[config.mk]
export PLATFORM = sky130hd
export DESIGN_NAME = logfmt_pair_scanner_unit
export DESIGN_NICKNAME = d
export VERILOG_FILES = /design/src/sv/lps_pkg.sv /design/src/sv/lps_char_class.sv /design/src/sv/lps_scan_core.sv /design/src/sv/logfmt_pair_scanner_unit.sv
export SDC_FILE = /design/constraint.sdc
export NUM_CORES = 1
export LEC_CHECK = 0
export BUFFER_PORTS_ARGS = -buffer_cell sky130_fd_sc_hd__buf_2
export CORE_MARGIN = 8
export CORE_UTILIZATION = 45
export CTS_CLUSTER_DIAMETER = 120
export CTS_CLUSTER_SIZE = 12
export DETAILED_ROUTE_END_ITERATION = 10
export GPL_TIMING_DRIVEN = 0
export SETUP_SLACK_MARGIN = 0.15
export SLEW_MARGIN = 10
export SYNTH_ARGS = -nofsm -noshare
export SYNTH_HDL_FRONTEND = slang
export SYNTH_SLANG_ARGS = --single-unit
[constraint.sdc]
create_clock -name clk -period 6.8 [get_ports clk]
set_input_delay 1.02 -clock clk [delete_from_list [all_inputs] [get_ports clk]]
set_output_delay 1.02 -clock clk [all_outputs]
set_load 0.02 [all_outputs]
[src/sv/lps_pkg.sv]
// Types and character constants shared by the logfmt pair scanner modules.
`timescale 1ns / 1ps

package lps_pkg;

  localparam logic [7:0] CH_COMMA      = 8'h2C;
  localparam logic [7:0] CH_SEMI       = 8'h3B;
  localparam logic [7:0] CH_EQUALS     = 8'h3D;
  localparam logic [7:0] CH_QUOTE      = 8'h22;
  localparam logic [7:0] CH_UNDERSCORE = 8'h5F;
  localparam logic [7:0] CH_DOT        = 8'h2E;
  localparam logic [7:0] CH_DASH       = 8'h2D;
  localparam logic [7:0] CH_SPACE      = 8'h20;
  localparam logic [7:0] CH_TAB        = 8'h09;
  localparam logic [7:0] CH_CR         = 8'h0D;
  localparam logic [7:0] CH_DIGIT_LO   = 8'h30;
  localparam logic [7:0] CH_DIGIT_HI   = 8'h39;
  localparam logic [7:0] CH_UPPER_LO   = 8'h41;
  localparam logic [7:0] CH_UPPER_HI   = 8'h5A;
  localparam logic [7:0] CH_LOWER_LO   = 8'h61;
  localparam logic [7:0] CH_LOWER_HI   = 8'h7A;

  localparam logic [11:0] TALLY_MAX = 12'hFFF;

  typedef enum logic [2:0] {
    PH_SEEK,
    PH_KEY,
    PH_VSTART,
    PH_BARE,
    PH_QOPEN,
    PH_QBODY
  } phase_t;

  typedef struct packed {
    logic word;
    logic key_byte;
    logic bare_byte;
    logic equals;
    logic quote;
  } char_class_t;

  typedef struct packed {
    logic        produce;
    logic        pair_valid;
    logic [11:0] key_offset;
    logic [12:0] key_length;
    logic [11:0] value_offset;
    logic [12:0] value_length;
    logic        line_end;
    logic [11:0] pairs_so_far;
    logic        line_overflow;
  } scan_result_t;

endpackage

[src/sv/lps_char_class.sv]
// Character class decode for one input byte.
`timescale 1ns / 1ps

module lps_char_class (
  input  logic [7:0]          char_byte,
  output lps_pkg::char_class_t cls
);
  import lps_pkg::*;

  logic word;
  logic ws;

  always_comb begin
    word = (char_byte inside {[CH_DIGIT_LO:CH_DIGIT_HI], [CH_UPPER_LO:CH_UPPER_HI],
                              [CH_LOWER_LO:CH_LOWER_HI], CH_UNDERSCORE});
    ws   = (char_byte inside {CH_SPACE, [CH_TAB:CH_CR]});
    cls.word      = word;
    cls.key_byte  = word || (char_byte == CH_DOT) || (char_byte == CH_DASH);
    cls.bare_byte = !ws && (char_byte != CH_COMMA) && (char_byte != CH_SEMI);
    cls.equals    = (char_byte == CH_EQUALS);
    cls.quote     = (char_byte == CH_QUOTE);
  end

endmodule

[src/sv/lps_scan_core.sv]
// Scan state machine: line position, key/value tracking and result formation.
`timescale 1ns / 1ps

module lps_scan_core #(
  parameter int MAX_LINE = 4096
) (
  input  logic                  clk,
  input  logic                  rst,
  input  logic                  take,
  input  logic [7:0]            char_byte,
  input  logic                  line_last,
  output lps_pkg::scan_result_t res
);
  import lps_pkg::*;

  localparam int POS_W  = $clog2(MAX_LINE + 1);
  localparam int OFF_W  = $clog2(MAX_LINE);
  localparam int WIDE_W = (POS_W > 13) ? POS_W : 13;
  localparam logic [POS_W-1:0] POS_MAX  = POS_W'(MAX_LINE);
  localparam logic [POS_W-1:0] POS_LAST = POS_W'(MAX_LINE - 1);
  localparam logic [OFF_W-1:0] OFF_MAX  = OFF_W'(MAX_LINE - 1);

  char_class_t cls;

  phase_t            phase, phase_next;
  logic [POS_W-1:0]  pos;
  logic [OFF_W-1:0]  key_begin, key_begin_next;
  logic [POS_W-1:0]  key_span, key_span_next;
  logic [OFF_W-1:0]  value_begin, value_begin_next;
  logic [11:0]       tally, tally_next;
  logic              ovf, ovf_next;

  logic              at_max, at_last_off, emit;
  logic [POS_W-1:0]  pos_inc, end_incl, vend, vlen;
  logic [OFF_W-1:0]  off, off_after;
  logic [WIDE_W-1:0] wide_koff, wide_klen, wide_voff, wide_vlen;

  lps_char_class u_class (
    .char_byte (char_byte),
    .cls       (cls)
  );

  always_comb begin
    at_max      = (pos == POS_MAX);
    at_last_off = (pos >= POS_LAST);
    pos_inc     = pos + POS_W'(1);
    end_incl    = at_max ? pos : pos_inc;
    off         = at_last_off ? OFF_MAX : pos[OFF_W-1:0];
    off_after   = at_last_off ? OFF_MAX : pos_inc[OFF_W-1:0];
    ovf_next    = ovf | at_max;

    phase_next       = phase;
    key_begin_next   = key_begin;
    key_span_next    = key_span;
    value_begin_next = value_begin;
    emit             = 1'b0;
    vend             = '0;

    case (phase)
      PH_SEEK: begin
        if (cls.word) begin
          key_begin_next = off;
          phase_next     = PH_KEY;
        end
      end
      PH_KEY: begin
        if (cls.key_byte) begin
          phase_next = PH_KEY;
        end else if (cls.equals) begin
          key_span_next = pos - POS_W'(key_begin);
          phase_next    = PH_VSTART;
        end else begin
          phase_next = PH_SEEK;
        end
      end
      PH_VSTART: begin
        if (cls.quote) begin
          value_begin_next = off_after;
          phase_next       = PH_QOPEN;
        end else if (cls.bare_byte) begin
          value_begin_next = off;
          phase_next       = PH_BARE;
          emit             = line_last;
          vend             = end_incl;
        end else begin
          phase_next = PH_SEEK;
        end
      end
      PH_BARE: begin
        if (cls.bare_byte) begin
          emit = line_last;
          vend = end_incl;
        end else begin
          emit       = 1'b1;
          vend       = pos;
          phase_next = PH_SEEK;
        end
      end
      PH_QOPEN: begin
        if (cls.quote) begin
          phase_next = PH_SEEK;
        end else begin
          phase_next = PH_QBODY;
          emit       = line_last;
          vend       = end_incl;
        end
      end
      PH_QBODY: begin
        if (cls.quote) begin
          emit       = 1'b1;
          vend       = pos;
          phase_next = PH_SEEK;
        end else begin
          emit = line_last;
          vend = end_incl;
        end
      end
      default: begin
        phase_next = PH_SEEK;
      end
    endcase

    tally_next = (emit && (tally != TALLY_MAX)) ? tally + 12'd1 : tally;
    vlen       = vend - POS_W'(value_begin_next);

    wide_koff = WIDE_W'(key_begin_next);
    wide_klen = WIDE_W'(key_span_next);
    wide_voff = WIDE_W'(value_begin_next);
    wide_vlen = WIDE_W'(vlen);

    res.produce       = emit || line_last;
    res.pair_valid    = emit;
    res.key_offset    = emit ? wide_koff[11:0] : 12'd0;
    res.key_length    = emit ? wide_klen[12:0] : 13'd0;
    res.value_offset  = emit ? wide_voff[11:0] : 12'd0;
    res.value_length  = emit ? wide_vlen[12:0] : 13'd0;
    res.line_end      = line_last;
    res.pairs_so_far  = tally_next;
    res.line_overflow = ovf_next;
  end

  always_ff @(posedge clk) begin
    if (rst) begin
      phase       <= PH_SEEK;
      pos         <= '0;
      key_begin   <= '0;
      key_span    <= '0;
      value_begin <= '0;
      tally       <= '0;
      ovf         <= 1'b0;
    end else if (take) begin
      // the last byte closes the line: return everything to its start values
      if (line_last) begin
        phase       <= PH_SEEK;
        pos         <= '0;
        key_begin   <= '0;
        key_span    <= '0;
        value_begin <= '0;
        tally       <= '0;
        ovf         <= 1'b0;
      end else begin
        phase       <= phase_next;
        pos         <= end_incl;
        key_begin   <= key_begin_next;
        key_span    <= key_span_next;
        value_begin <= value_begin_next;
        tally       <= tally_next;
        ovf         <= ovf_next;
      end
    end
  end

endmodule

[src/sv/logfmt_pair_scanner_unit.sv]
// Top level of the logfmt pair scanner: input register, scan core, result register.
//
//  channel | dir | payload
//  s_*     | in  | tdata[7:0] char_byte, tlast line_last
//  m_*     | out | tdata key/value offsets, lengths, pairs_so_far; tlast line_end;
//          |     | tuser pair_valid, line_overflow
//
// One byte is taken every cycle unless stalled as below; path: input register, result register.
// A byte that yields no result passes through the scan core even while m_* is stalled.
// A byte that yields a result waits in the input register while the result register is full.
// rst is synchronous and clears both registers and all line state; no clearing pass.
`timescale 1ns / 1ps

module logfmt_pair_scanner_unit #(
  parameter int MAX_LINE = 4096
) (
  input  logic        clk,
  input  logic        rst,
  input  logic        s_tvalid,
  output logic        s_tready,
  input  logic [7:0]  s_tdata,   // [7:0] char_byte
  input  logic        s_tlast,
  output logic        m_tvalid,
  input  logic        m_tready,
  output logic [63:0] m_tdata,   // key_offset, key_length, value_offset, value_length,
                                 // pairs_so_far, zero pad
  output logic        m_tlast,
  output logic [1:0]  m_tuser    // pair_valid, line_overflow
);
  import lps_pkg::*;

  logic         in_valid;
  logic [7:0]   in_char;
  logic         in_last;
  logic         take;
  logic         slot_free;
  scan_result_t res;

  lps_scan_core #(
    .MAX_LINE (MAX_LINE)
  ) u_core (
    .clk       (clk),
    .rst       (rst),
    .take      (take),
    .char_byte (in_char),
    .line_last (in_last),
    .res       (res)
  );

  assign slot_free = !m_tvalid || m_tready;
  assign take      = in_valid && (!res.produce || slot_free);
  assign s_tready  = !in_valid || take;

  always_ff @(posedge clk) begin
    if (rst) begin
      in_valid <= 1'b0;
    end else if (s_tvalid && s_tready) begin
      in_valid <= 1'b1;
    end else if (take) begin
      in_valid <= 1'b0;
    end
  end

  always_ff @(posedge clk) begin
    if (s_tvalid && s_tready) begin
      in_char <= s_tdata;
      in_last <= s_tlast;
    end
  end

  always_ff @(posedge clk) begin
    if (rst) begin
      m_tvalid <= 1'b0;
    end else if (take && res.produce) begin
      m_tvalid <= 1'b1;
    end else if (m_tready) begin
      m_tvalid <= 1'b0;
    end
  end

  always_ff @(posedge clk) begin
    if (take && res.produce) begin
      m_tdata <= {2'b00, res.pairs_so_far, res.value_length, res.value_offset,
                  res.key_length, res.key_offset};
      m_tlast <= res.line_end;
      m_tuser <= {res.line_overflow, res.pair_valid};
    end
  end

endmodule

-- After elaboration in Yosys (flattened, before gate mapping)
Index checks and enable logic that the tools add are counted.
- multiplexer cells: 44
- $add $sub $neg: 4
- reduce and logical (&&, ||, !) cells: 26
- bitwise gates (word level): 1
- eq/ne operators: 18
- magnitude comparators: 9
- operators with widths (kind ; count):
    13-bit two-way mux ; 11
    12-bit two-way mux ; 11
    13-bit one-hot mux with 4 select lines ; 1
    8-bit by 6-bit equality test with 1-bit output, second input constant ; 5
    13-bit by 12-bit subtractor with 13-bit output ; 2
    3-bit two-way mux ; 7
    3-bit one-hot mux with 6 select lines ; 1
    8-bit by 7-bit greater-or-equal comparator with 1-bit output, second input constant ; 2
    8-bit by 7-bit <= comparator with 1-bit output, second input constant ; 2
    8-bit by 6-bit != test with 1-bit output, second input constant ; 2
    13-bit by 1-bit adder with 13-bit output, second input constant ; 1
    13-bit equality test, second input constant ; 1
    13-bit by 12-bit greater-or-equal comparator with 1-bit output, second input constant ; 1
    12-bit by 1-bit adder with 12-bit output, second input constant ; 1
    12-bit != test, second input constant ; 1
    1-bit logical AND ; 10
    1-bit two-way mux ; 10
    8-bit by 7-bit equality test with 1-bit output, second input constant ; 1
    8-bit by 4-bit greater-or-equal comparator with 1-bit output, second input constant ; 1
    8-bit by 6-bit greater-or-equal comparator with 1-bit output, second input constant ; 1
    8-bit by 4-bit <= comparator with 1-bit output, second input constant ; 1
    8-bit by 6-bit <= comparator with 1-bit output, second input constant ; 1
    3-bit by 2-bit equality test with 1-bit output, second input constant ; 2
    3-bit equality test, second input constant ; 2
    other kinds (12) ; 24
- register bits after elaboration: 142
- input bits: 13

-- Logic depth before layout (Yosys ltp)
Gate-level depths: netlist (run 1).
- depth in word-level cells: 16
- gate-level depth with buffers: 20
- gate-level depth less buffers: 18

-- Modules after synthesis
From an unflattened synthesis (run 1), not the netlist that was laid out.
- cell total of the unflattened synthesis: 912
- area total of the unflattened synthesis: 8110.3 um^2
- by module, submodules not included (module ; seq. area each (um^2) ; times used ; cells an instance ; area an instance (um^2)):
    lps_scan_core ; 1321.3 ; 1 ; 789 ; 5539.1
    logfmt_pair_scanner_unit ; 2262.2 ; 1 ; 89 ; 2344.7
    lps_char_class ; 0.0 ; 1 ; 34 ; 226.5

-- Worst setup path after synthesis (run 1)
OpenSTA, ideal clock, no wires.
- path kind: reg-to-reg
- start: register in_char[0]
- end: register m_tdata[0] (enable)
- buffers on the path: 2
- path slack: 1.488 ns
- required time: 6.312 ns
- arrival time: 4.823 ns
- period minus slack after synthesis: 5.312 ns
- stages on the path, launching flop included: 9
- cell sequence: edfxtp_1 > buf_6 > or4b_4 > buf_6 > or3_1 > a21oi_1 > o21a_1 > o21ai_0 > nor2_1
- word-level cells in the longest chain between the ends: 14
- elaborated cells between the ends (all ways): 22
- those cells by class: order compare: 2; eq/ne: 4; mux: 6; reduce/logical: 10
- RTL lines (what ; RTL line ; RTL):
    start: declaration ; logfmt_pair_scanner_unit.sv:33 ; logic [7:0] in_char;
    start signal: assignment ; logfmt_pair_scanner_unit.sv:66 ; in_char <= s_tdata;
    8-bit by 4-bit greater-or-equal comparator with 1-bit output / 8-bit by 4-bit <= comparator with 1-bit output (equally long branches) ; lps_char_class.sv:16 ; ws = (char_byte inside {CH_SPACE, [CH_TAB:CH_CR]});
    1-bit logical AND ; lps_char_class.sv:16 ;
    2-bit nonzero test ; lps_char_class.sv:16 ;
    1-bit zero test ; lps_char_class.sv:19 ; cls.bare_byte = !ws && (char_byte != CH_COMMA) && (char_byte != CH_SEMI);
    1-bit logical AND (2 in a row) ; lps_char_class.sv:19 ;
    1-bit two-way mux ; lps_scan_core.sv:80 ; end else if (cls.bare_byte) begin
    1-bit two-way mux ; lps_scan_core.sv:77 ; if (cls.quote) begin
    1-bit one-hot mux with 4 select lines * ; lps_scan_core.sv:59 ; case (phase)
    1-bit logical OR * ; lps_scan_core.sv:131 ; res.produce = emit || line_last;
    1-bit zero test ; logfmt_pair_scanner_unit.sv:51 ; assign take = in_valid && (!res.produce || slot_free);
    1-bit logical OR ; logfmt_pair_scanner_unit.sv:51 ;
    1-bit logical AND ; logfmt_pair_scanner_unit.sv:51 ;
    1-bit logical AND * ; logfmt_pair_scanner_unit.sv:82 ; if (take && res.produce) begin
    end signal: assignment ; logfmt_pair_scanner_unit.sv:83 ; m_tdata <= {2'b00, res.pairs_so_far, res.value_length, res.value_offset,
    end: declaration ; logfmt_pair_scanner_unit.sv:25 ; output logic [63:0] m_tdata,
Every way passes the cells marked *; elsewhere a longest branch is shown, timed or not.
A chain may end at the register's enable or synchronous reset.

-- Worst setup path after layout (run 1)
- start: register in_char[2]
- end: register m_tdata[49], data pin
- word-level cells in the longest chain between the ends: 10
- elaborated cells between the ends (all ways): 27
- those cells by class: add/sub: 1; order compare: 2; eq/ne: 4; mux: 15; reduce/logical: 5
- RTL lines (what ; RTL line ; RTL):
    8-bit by 4-bit greater-or-equal comparator with 1-bit output / 8-bit by 4-bit <= comparator with 1-bit output (equally long branches) ; lps_char_class.sv:16 ;
    1-bit logical AND ; lps_char_class.sv:16 ;
    2-bit nonzero test ; lps_char_class.sv:16 ;
    1-bit zero test ; lps_char_class.sv:19 ;
    1-bit logical AND (2 in a row) ; lps_char_class.sv:19 ;
    13-bit two-way mux / 12-bit two-way mux (equally long branches) ; lps_scan_core.sv:80 ;
    13-bit two-way mux / 12-bit two-way mux (equally long branches) ; lps_scan_core.sv:77 ;
    13-bit one-hot mux with 4 select lines / 12-bit two-way mux (equally long branches) ; lps_scan_core.sv:59 ;
    13-bit by 12-bit subtractor with 13-bit output ; lps_scan_core.sv:124 ; vlen = vend - POS_W'(value_begin_next);
Several ways; a longest one is shown, not always the timed one.

==> metrics, run 1 <==
DP Cell Count 1,219; top_reg_cell synth edfxtp_1; Critical Path Sink Type flop; mux contribution to synthesized area less than 1%; DRC Markers 0; CTS buffer count 17; final instance area roughly 9500 µm²; CTS tree done; xor/xnor share of the synthesized area about 3.3%; Psw between 400 and 500 µW; asr flop ratio synth 0%; Initial Util a little under half; num rows between 40 and 50; initial antenna violation count 0; largest family of logic cells by synthesized area compound AO/OA/AOI/OAI gates; Max Cap Viol 0; Final Cycle Share approximately four fifths; GR Overflow Total 0; post-CTS sizing 0; register area share after synthesis between 40% and 50%; CP Max Fanout 10; core area around 18,000 µm²; Synth Area in Compound Gates approximately 23%; Ports 82; sequential share of power 46.0%; Distinct cells, synth 73; DR vias just over 7,000; Arrival @ worst endpoint 5760 ps; Top Layer Used met4; fill count 1,704; number of global-route vias before repair 6,853; Post-DP HPWL around 17,000 µm; WS Path Type reg -> reg; final hold vios 0; Leak ~3.3 nW; Worst IR Drop VDD 0.000181 V; Initial DRC Count around 650; Cell Area, Synth 8160 µm²; P_int ~1.5 mW; Synth Area in Adders about 4.6%; die area around 23,000 µm²; maximum clock path buffer count 2; Reg clk slew, reported paths roughly 60 ps; Final setup viols 0; critical path required time approximately 7000 ps; Min-Delay Path Class reg -> reg; routability congestion estimate from global placement about 0.9; diode count 0; clk_skew 7.25 ps; setup_tns 0 ps; max frequency 0.181 GHz; dpl cell area just under 9000 µm²; DIE HEIGHT 151 µm; final WL between 20,000 and 25,000 µm; fin crit period between 5000 and 6000 ps; H-tree depth 4; pwr dens between 200 and 250 nW/µm²; GRT Total Usage between 20% and 30%; startpoint types flop; RSZ-0062 raised after global routing false; Final Non-Filler Cells 1,251; relative slew slack approximately a quarter; Pins Over Slew Limit 0; Root Buffer clkbuf_16; Routed Antenna Nets 0; Net Sw Frac a little under a quarter; Synth Area per Inst around 9.0 µm²; fin util between 50% and 60%; First-pass DRT Iterations 5; Final nets around 1,100; post-DR wirelength/cell between 15 and 20 µm; Post-synth EDFFs 74; layout cell share with drive strength beyond 1 around 14%; Syn Inst Count 907; Post-Synth Simple-Gate Area about a fifth; Clock Latency Late Sink around 430 ps; met2 WL between 10,000 and 15,000 µm; status completed; combinational power share ~5.7%; WL met3 1250 µm; worst-margin pin slew 1120 ps; port bufs 79; Power Total approximately 2 mW; post-CTS setup buffers 0; Clock Sinks around 140; largest net degree at the start of global routing 33; first-pass GRT wire length between 30,000 and 40,000 µm; wl on met1 11,000 µm; YS warnings 0; Hold Buf Count CTS 0; synthesis-stage register bit count ~140; Area Growth Syn to Fin 16.6%; clock share of power between 40% and 50%; Die X around 150 µm; Via density just under 6
## layout by cell type (no fill, tap or decap), types with 4 or more instances in the layout
master,netlist,final
nand2_1,68,68
xor2_1,10,10
a31oi_1,13,13
and2_1,9,9
a21o_1,17,17
o311a_1,4,4
o21ai_0,61,61
a21oi_1,49,49
o31a_1,6,6
nand4_1,8,8
o21bai_1,5,5
ha_1,27,27
nand2b_1,10,10
clkinvlp_4,0,4
inv_1,30,30
clkbuf_16,0,18
a31o_2,4,4
clkbuf_1,52,52
buf_2,4,83
buf_1,5,5
o211ai_1,4,4
buf_4,3,4
nor4_1,10,10
or3b_2,4,4
dfxtp_1,68,68
nand3_1,29,29
nor2b_1,7,7
nor3_1,28,27
o31ai_1,12,12
or3_1,7,7
nor3b_1,6,6
a22o_1,9,9
and3_1,17,17
a211o_1,7,7
o21a_1,12,12
nor2_1,107,106
o2bb2ai_1,12,12
xnor2_1,21,21
a211oi_1,29,29
edfxtp_1,74,74
## power by group through the flow
stage               Sequential (mW)  Clock (mW)  Combinational [mW]
finish                        0.918       0.963               0.114
global route                  0.919        1.01               0.123
CTS                           0.918       0.975               0.113
detailed placement            0.936           0               0.112
global placement              0.938           0               0.109
floorplan                     0.949           0              0.0598
## cell type report
cell class	count	area, µm²	area share [%]
Sequential cell	142	3580	37.7
Buffer	67	290	3.05
Tap cell	229	287	3.01
Clock inverter	12	131	1.38
Inverter	31	116	1.22
Timing Repair Buffer	82	443	4.65
Multi-Input combinational cell	668	4190	44.0
Clock buffer	20	478	5.02
## logic make-up (layout without fill, tap and decap cells)
logic type / count (synthesis) / count (layout)
simple gates: 327 / 327
other cells: 1 / 2
compound gates: 275 / 275
fa+ha+maj: 29 / 29
buf+inv: 98 / 212
flops: 142 / 142
xor+xnor: 31 / 31
mux: 4 / 4
## sequential cells by signal, summed over array words and instances, names as in the netlist
name,flops
u_core.phase,3
u_core.value_begin,12
u_core.key_span,13
u_core.ovf,1
in_last,1
u_core.key_begin,12
u_core.pos,13
in_valid,1
in_char,8
u_core.tally,12
m_tlast,1
m_tuser,2
m_tdata,62
m_tvalid,1
## worst paths after layout
kind / start / endpoint / slack, ps / depth (start not counted)
worst max-delay path: in_char[2] / m_tdata[49] / 1280 / 19
worst min-delay path: u_core.key_span[5] / u_core.key_span[5] / 450 / 2
worst max register to register: in_char[2] / m_tdata[49] / 1280 / 19
worst min register to register: u_core.key_span[5] / u_core.key_span[5] / 450 / 2
## cells in the mapped netlist (12+ instances only)
master,number,share of area (%)
o21a_1,12,1.1
and3_1,17,1.3
inv_1,30,1.4
ha_1,27,4.1
xnor2_1,21,2.3
a21o_1,17,1.6
clkbuf_1,52,2.4
a211oi_1,29,2.7
o31ai_1,12,1.1
edfxtp_1,74,27
a31oi_1,13,1.0
nor2_1,107,4.9
a21oi_1,49,3.0
o21ai_0,61,3.7
o2bb2ai_1,12,1.3
nor3_1,28,1.7
nand3_1,29,1.8
dfxtp_1,68,17
nand2_1,68,3.1
## routing by layer
layer / track usage (%) / vias to the layer above
met5: 0 / -
met4: 7.87 / 0
met3: 3.13 / 33
met2: 32.9 / 221
met1: 28.1 / 3450
li1: - / 3569
## critical path, stage by stage (launching register included)
cell and delay, ps:
edfxtp_1 350, clkbuf_1 210, or4b_4 520, buf_6 150, nor3_1 220, clkbuf_1 470, nor2_1 150, a41oi_1 720
clkbuf_1 450, o21ai_0 140, nand2_1 110, o31ai_1 80, ha_1 370, o21ai_0 140, o21bai_1 220, nor3_1 100
o31ai_1 410, a31oi_1 180, nand3_1 110, nor3b_1 250
## per-stage QoR
step                      hold WS (ps)  setup WS [ps]
after global routing               474            819
after global placement             433           -144
after CTS                          452           1390
final                              452           1280
after detailed placement           436           1450
after floorplan                    424           1490
Note: power is estimated with default switching activity, not from simulation.
==> run 2: changes to the inputs <==
--- a/config.mk
+++ b/config.mk
@@ -5,6 +5,7 @@
 export SDC_FILE = /design/constraint.sdc
 export NUM_CORES = 1
 export LEC_CHECK = 0
+export ABC_AREA = 1
 export BUFFER_PORTS_ARGS = -buffer_cell sky130_fd_sc_hd__buf_2
 export CORE_MARGIN = 8
 export CORE_UTILIZATION = 45
==> constraint.sdc (replaced) <==
create_clock -name clk -period 5.1 [get_ports clk]
set_input_delay 0.765 -clock clk [delete_from_list [all_inputs] [get_ports clk]]
set_output_delay 0.765 -clock clk [all_outputs]
set_load 0.02 [all_outputs]
==> metrics, run 2 <==
status completed; most frequent cell after synthesis nand2_1; final WL 25,600 µm (+9.8%); number of global-route vias before repair 7,670 (+12%); Arrival @ worst endpoint 4720 ps (-1040 ps); Reg clk slew, reported paths 60 ps (about the same); worst-margin pin slew 842 ps (-282 ps); worst stage delay on the critical path 450 ps (-270 ps); DIE HEIGHT 154 µm (+2.3%); crit-path leading delay family compound AO/OA/AOI/OAI gates; Synth Area per Inst 7.20 µm² (-20%); clock share of power 46.7% (-1.6 points); Initial Util 45.9% (+0.28 points); DRC Markers 0 (unchanged); setup_tns 0 ps (unchanged); top_reg_cell synth edfxtp_1; pwr dens 289 nW/µm² (+38%); Final Cycle Share 88.7% (+7.6 points); Ports 82 (unchanged); Routed Antenna Nets 0 (unchanged); GRT Total Usage 21.8% (+1.0 points); CP Max Fanout 10 (unchanged); Min-Delay Path Class reg -> reg; dpl cell area 9270 µm² (+4.1%); post-CTS setup buffers 0 (unchanged); Via density 5.25 (-9.7%); Final setup viols 0 (unchanged); GR Layer Usage met1 29.4% (+1.3 points); Distinct cells, synth 43 (-41%); Syn Inst Count 1,192 (+31%); Clock Sinks 142 (unchanged); critical path required time 5290 ps (-1750 ps); H-tree depth 4 (unchanged); CTS tree done; YS warnings 0 (unchanged); sequential share of power 43.5% (-2.5 points); Critical Path Sink Type flop; Area Growth Syn to Fin 15.3%; final hold vios 0 (unchanged); initial antenna violation count 0 (unchanged); area leader, netlist edfxtp_1; maximum clock path buffer count 2 (unchanged); RSZ-0062 raised after global routing false; post-CTS sizing 0 (unchanged); Post-DP HPWL 19,100 µm (+11%); Worst IR Drop VDD 0.000236 V (+30%); clk_skew 7.36 ps (+0.107 ps); busiest grt layer met2; fin crit period 4530 ps (-993 ps); diode count 0 (unchanged); max frequency 0.221 GHz (+22%); P_int 2.14 mW (+40%); port bufs 78 (-1.3%); Die X 154 µm (+2.3%); commonest non-fill, non-tap cell in the layout nand2_1; WS Path Type reg -> reg; max reg flops 62 (unchanged); first-pass GRT wire length 41,000 µm (+11%); GR Overflow Total 0 (unchanged); Max Cap Viol 0 (unchanged); Clock Latency Late Sink 440 ps (about the same); final instance area 9890 µm² (+3.9%); WP buf/inv 6 (+2); Leak 4.03 nW (+20%); Initial DRC Count 538 (-17%); Slowest-stage cell, CP a2bb2oi_1; combinational power share 9.8% (+4.1 points); Hold Buf Count CTS 0 (unchanged); Final nets 1,332 (+27%); die area 23,700 µm² (+4.6%); DP Worst Slack 720 ps (-733 ps); First-pass DRT Iterations 5 (unchanged); top flop regs m_tdata x62, u_core.key_span x13, u_core.pos x13; fill count 1,859 (+9.1%); ranking of synthesized cells by area edfxtp_1 26%, dfxtp_1 16%, nand2_1 14%; num rows 50 (+2.0%); Cell Area, Synth 8580 µm² (+5.1%); GR Util met2 34.5% (+1.5 points); DR vias 8,069 (+11%); post-route setup slack 575 ps (-707 ps); relative slew slack 43.8% (+19 points); register area share after synthesis 41.8% (-2.1 points); Psw 720 µW (+54%); asr flop ratio synth 0% (unchanged); routability congestion estimate from global placement 0.940 (+5.2%); Pins Over Slew Limit 0 (unchanged); Net Sw Frac 25.2% (+1.7 points); Root Buffer clkbuf_16; Post-synth EDFFs 74 (unchanged); most used cell, CP nand2_1; met3 Use GR 3.50% (+0.38 points); layout cell share with drive strength beyond 1 13.4% (-0.74 points); highest-count cells in the layout ignoring fill and taps 316 x nand2_1, 166 x nor2_1, 138 x a21oi_1; Post-synth top cells 316 x nand2_1, 166 x nor2_1, 138 x a21oi_1; core area 18,700 µm² (+4.5%); synthesis-stage register bit count 142 (unchanged); post-DR wirelength/cell 16.7 µm (-11%); Largest Register m_tdata; startpoint types flop; Synth top area share 25.9% (-1.3 points); CTS buffer count 17 (unchanged); largest net degree at the start of global routing 66 (+100%)
run 2: worst reg2reg max path, stage by stage, from the launching register on:
cell       delay [ps]
edfxtp_1          440
inv_2              80
nand2_1            50
nor2_2            200
nand2_4           130
inv_2             230
nor2_2             60
inv_2              60
nor2_2             40
inv_1             120
nand2_1            80
buf_2             200
a21oi_1           150
a2bb2oi_1         450
ha_1              240
inv_1              70
fa_1              410
nand3_1            90
nand3_1           150
a21oi_1           300
o21ai_0           190
a21oi_1           170
nor2_1             50
nor2_1            140
nand2_1            70
nand2_1            50
nor2_1             40
run 2: worst paths after layout:
kind,start,endpoint,slack [ps],depth (start not counted)
worst min register to register,u_core.key_span[2],u_core.key_span[2],460,2
worst min-delay path,u_core.key_span[2],u_core.key_span[2],460,2
worst max register to register,in_char[4],m_tdata[49],570,26
worst max-delay path,in_char[4],m_tdata[49],570,26
run 2: cells by family (layout without fill, tap and decap cells):
group | Yosys count | in the layout | synth area share, %
buffers and inverters | 179 | 289 | 8.63
XOR/XNOR | 22 | 22 | 2.25
AND/OR/NAND/NOR | 586 | 586 | 28.4
flip-flops | 142 | 142 | 41.8
AO/OA/AOI/OAI | 232 | 232 | 14.4
adder cells (fa/ha/maj) | 29 | 29 | 4.40
other | 1 | 2 | 0.0437
multiplexers | 1 | 1 | 0.117
run 2: power groups by stage:
| stage | Combinational, mW | Clock, mW | Sequential, mW |
|---|---|---|---|
| after global routing | 0.311 | 1.39 | 1.25 |
| final | 0.281 | 1.34 | 1.24 |
| after CTS | 0.280 | 1.36 | 1.24 |
| after detailed placement | 0.279 | 0 | 1.27 |
| after global placement | 0.277 | 0 | 1.27 |
| after floorplan | 0.161 | 0 | 1.30 |
run 2: per-layer routing:
layer / vias to the layer above / share of wire [%] / routed length (µm)
met5: - / 0 / 0
met4: 0 / 2.2 / 552
met3: 37 / 5.8 / 1490
met2: 264 / 45 / 11400
met1: 3685 / 47 / 12100
li1: 4083 / - / -
run 2: cell type report:
cell class / count / area [µm²] / area share, %
Buffer: 57 / 283 / 2.86
Clock buffer: 22 / 454 / 4.59
Clock inverter: 10 / 165 / 1.67
Inverter: 122 / 460 / 4.66
Multi-Input combinational cell: 872 / 4260 / 43.1
Sequential cell: 142 / 3580 / 36.2
Tap cell: 234 / 293 / 2.96
Timing Repair Buffer: 78 / 390 / 3.95
run 2: metrics by stage:
step | power, mW | hold WS, ps | utilization (%) | std cells
floorplan | 1.46 | 424 | - | 1193
global placement | 1.55 | 430 | 49.5 | 1505
detailed placement | 1.55 | 452 | 49.6 | 1505
CTS | 2.88 | 463 | 52.9 | 1537
global route | 2.95 | 485 | 52.9 | 1537
finish | 2.86 | 462 | 52.9 | 1537
==> run 3: changes to the inputs <==
--- a/config.mk
+++ b/config.mk
@@ -17,4 +17,5 @@
 export SLEW_MARGIN = 10
 export SYNTH_ARGS = -nofsm -noshare
 export SYNTH_HDL_FRONTEND = slang
+export SYNTH_HIERARCHICAL = 1
 export SYNTH_SLANG_ARGS = --single-unit
==> metrics, run 3 <==
Critical Path Sink Type flop; Pins Over Slew Limit 0 (unchanged); GRT Total Usage 20.9% (-0.93 points); largest net degree at the start of global routing 34 (-48%); RSZ-0062 raised after global routing false; number of global-route vias before repair 7,559 (-1.4%); ranking of synthesized cells by area edfxtp_1 25%, dfxtp_1 16%, nand2_1 15%; register area share after synthesis 41.1% (-0.66 points); H-tree depth 4 (unchanged); worst-margin pin slew 734 ps (-109 ps); Post-synth top cells 351 x nand2_1, 160 x inv_1, 96 x a21oi_1; final WL 24,700 µm (-3.5%); CTS buffer count 17 (unchanged); num rows 51 (+2.0%); port bufs 79 (+1.3%); top_reg_cell synth edfxtp_1; Min-Delay Path Class reg -> reg; initial antenna violation count 0 (unchanged); max frequency 0.222 GHz (+0.67%); pwr dens 267 nW/µm² (-7.7%); most frequent cell after synthesis nand2_1; WP buf/inv 7 (+1); highest-count cells in the layout ignoring fill and taps 351 x nand2_1, 159 x inv_1, 96 x a21oi_1; Syn Inst Count 1,203 (+0.92%); Cell Area, Synth 8720 µm² (+1.6%); startpoint types flop; post-CTS setup buffers 0 (unchanged); post-CTS sizing 0 (unchanged); Via density 5.14 (-2.1%); Synth Area per Inst 7.25 µm² (+0.67%); GR Overflow Total 0 (unchanged); diode count 0 (unchanged); Post-synth EDFFs 74 (unchanged); DRC Markers 0 (unchanged); Final setup viols 0 (unchanged); Leak 4.28 nW (+6.2%); dpl cell area 9470 µm² (+2.2%); fin crit period 4500 ps (-30.0 ps); commonest non-fill, non-tap cell in the layout nand2_1; Post-DP HPWL 18,400 µm (-3.4%); Reg clk slew, reported paths 60 ps (about the same); Ports 82 (unchanged); max reg flops 62 (unchanged); routability congestion estimate from global placement 0.938 (-0.16%); setup_tns 0 ps (unchanged); Initial Util 45.4% (-0.48 points); Distinct cells, synth 49 (+14%); Worst IR Drop VDD 0.000213 V (-9.7%); Die X 155 µm (+0.72%); DIE HEIGHT 155 µm (+0.72%); Clock Latency Late Sink 420 ps (-20 ps); crit-path leading delay family simple AND/OR/NAND/NOR gates; Arrival @ worst endpoint 4850 ps (+130 ps); Final Cycle Share 88.1% (-0.59 points); Slowest-stage cell, CP edfxtp_1; clk_skew 11.3 ps (+3.94 ps); core area 19,200 µm² (+2.7%); post-DR wirelength/cell 15.6 µm (-6.2%); YS warnings 6 (+6); Seq. cell area 3580 µm² (unchanged); Routed Antenna Nets 0 (unchanged); fill count 1,945 (+4.6%); first-pass GRT wire length 39,800 µm (-3.0%); area of the multi-input gates 4240 µm² (-0.59%); WS Path Type reg -> reg; Max Cap Viol 0 (unchanged); Area Growth Syn to Fin 15.1%; final hold vios 0 (unchanged); maximum clock path buffer count 2 (unchanged); status completed; die area 24,100 µm² (+1.4%); top flop regs m_tdata x62, u_core/key_span x13, u_core/pos x13; Root Buffer clkbuf_16; final instance area 10,000 µm² (+1.5%); critical path required time 5450 ps (+160 ps); CP Max Fanout 10 (unchanged); relative slew slack 51.1% (+7.2 points); DR vias 8,126 (+0.71%); area leader, netlist edfxtp_1; Clock Sinks 142 (unchanged); CP Cell Sequence nand2_1 > inv_1 > nor2_1 > nor3_2 > nor2_1 > nor2_1 > o21ai_2 > nand2_4 > inv_2 > buf_2 > nand2_1 > inv_1 > o21ai_0 > inv_1 > inv_2 > nor2_2 > clkbuf_1 > nand3_1 > a21oi_1; Largest Register m_tdata; synthesis-stage register bit count 142 (unchanged); asr flop ratio synth 0% (unchanged); Initial DRC Count 552 (+2.6%); Synth top area share 25.5% (-0.41 points); Hold Buf Count CTS 0 (unchanged); First-pass DRT Iterations 5 (unchanged); layout cell share with drive strength beyond 1 13.5% (+0.17 points); CTS tree done; Final nets 1,345 (+0.98%); worst stage delay on the critical path 480 ps (+30 ps)
run 3: cell types whose count changed in the layout (fill, tap and decap cells not counted), sizes merged, moves of 9 or more:
cell / change
nand2: +33
o21a: +15
o21ai: -29
inv: +51
a21boi: -9
a21oi: -36
nand3: +42
o22ai: +15
nor2: -74
run 3: path summary, 6_finish.rpt:
kind / slack [ps] / startpoint / endpoint / depth (start not counted)
setup / recovery: 600 / in_char[3] / u_core/tally[9] / 19
hold / removal: 460 / u_core/key_span[9] / u_core/key_span[9] / 2
setup reg to reg: 600 / in_char[3] / u_core/tally[9] / 19
hold reg to reg: 460 / u_core/key_span[9] / u_core/key_span[9] / 2
run 3: logic make-up after synthesis:
kind of cell | count (synthesis) | share of synthesized area (%)
and+or+nand+nor | 601 | 29.7
AOI/OAI and AO/OA | 193 | 12.8
adders and majority gates | 29 | 4.33
buffers and inverters | 221 | 10.4
other | 1 | 0.0430
xor gates and xnor gates | 16 | 1.61
DFF | 142 | 41.1
run 3: power by group:
part | total, mW | switching (mW) | internal [mW]
Clock | 1.21 | 0.492 | 0.716
Combinational | 0.234 | 0.165 | 0.0684
Sequential | 1.24 | 0.0129 | 1.23
Total | 2.68 | 0.670 | 2.01
run 3: metal layers:
layer / vias to the layer above / global-route usage (%) / share of wire [%]
li1: 4117 / - / -
met1: 3717 / 27.3 / 45
met2: 257 / 33.5 / 45
met3: 35 / 4.80 / 7.1
met4: 0 / 6.93 / 2.1
met5: - / 0 / 0
run 3: per-stage QoR:
step           utilization [%]  std cells  worst slack (ps)  power [mW]  hold slack [ps]
6_report                  52.3       1581               605        2.68              459
5_1_grt                   52.3       1581               212        2.79              484
4_1_cts                   52.3       1581               498        2.71              463
3_5_place_dp              49.3       1549               520        1.50              453
3_3_place_gp              49.2       1548               217        1.50              448
2_1_floorplan                -       1204              1510        1.42              441
run 3: cell type report:
cell class	instances	area share [%]
plain buffers	49	2.58
clock buffers	24	4.81
well taps	265	3.30
repair buffers	80	4.14
flip-flops and latches	142	35.7
inverters	172	6.46
clock inverters	8	0.810
multi-input cells	841	42.2
run 3: tightest hold or removal path, delay by kind of cell, from the launching register on:
kind / cells / cell delay [ps]
AOI/OAI and AO/OA: 1 / 50
DFF: 1 / 300
and+or+nand+nor: 1 / 60
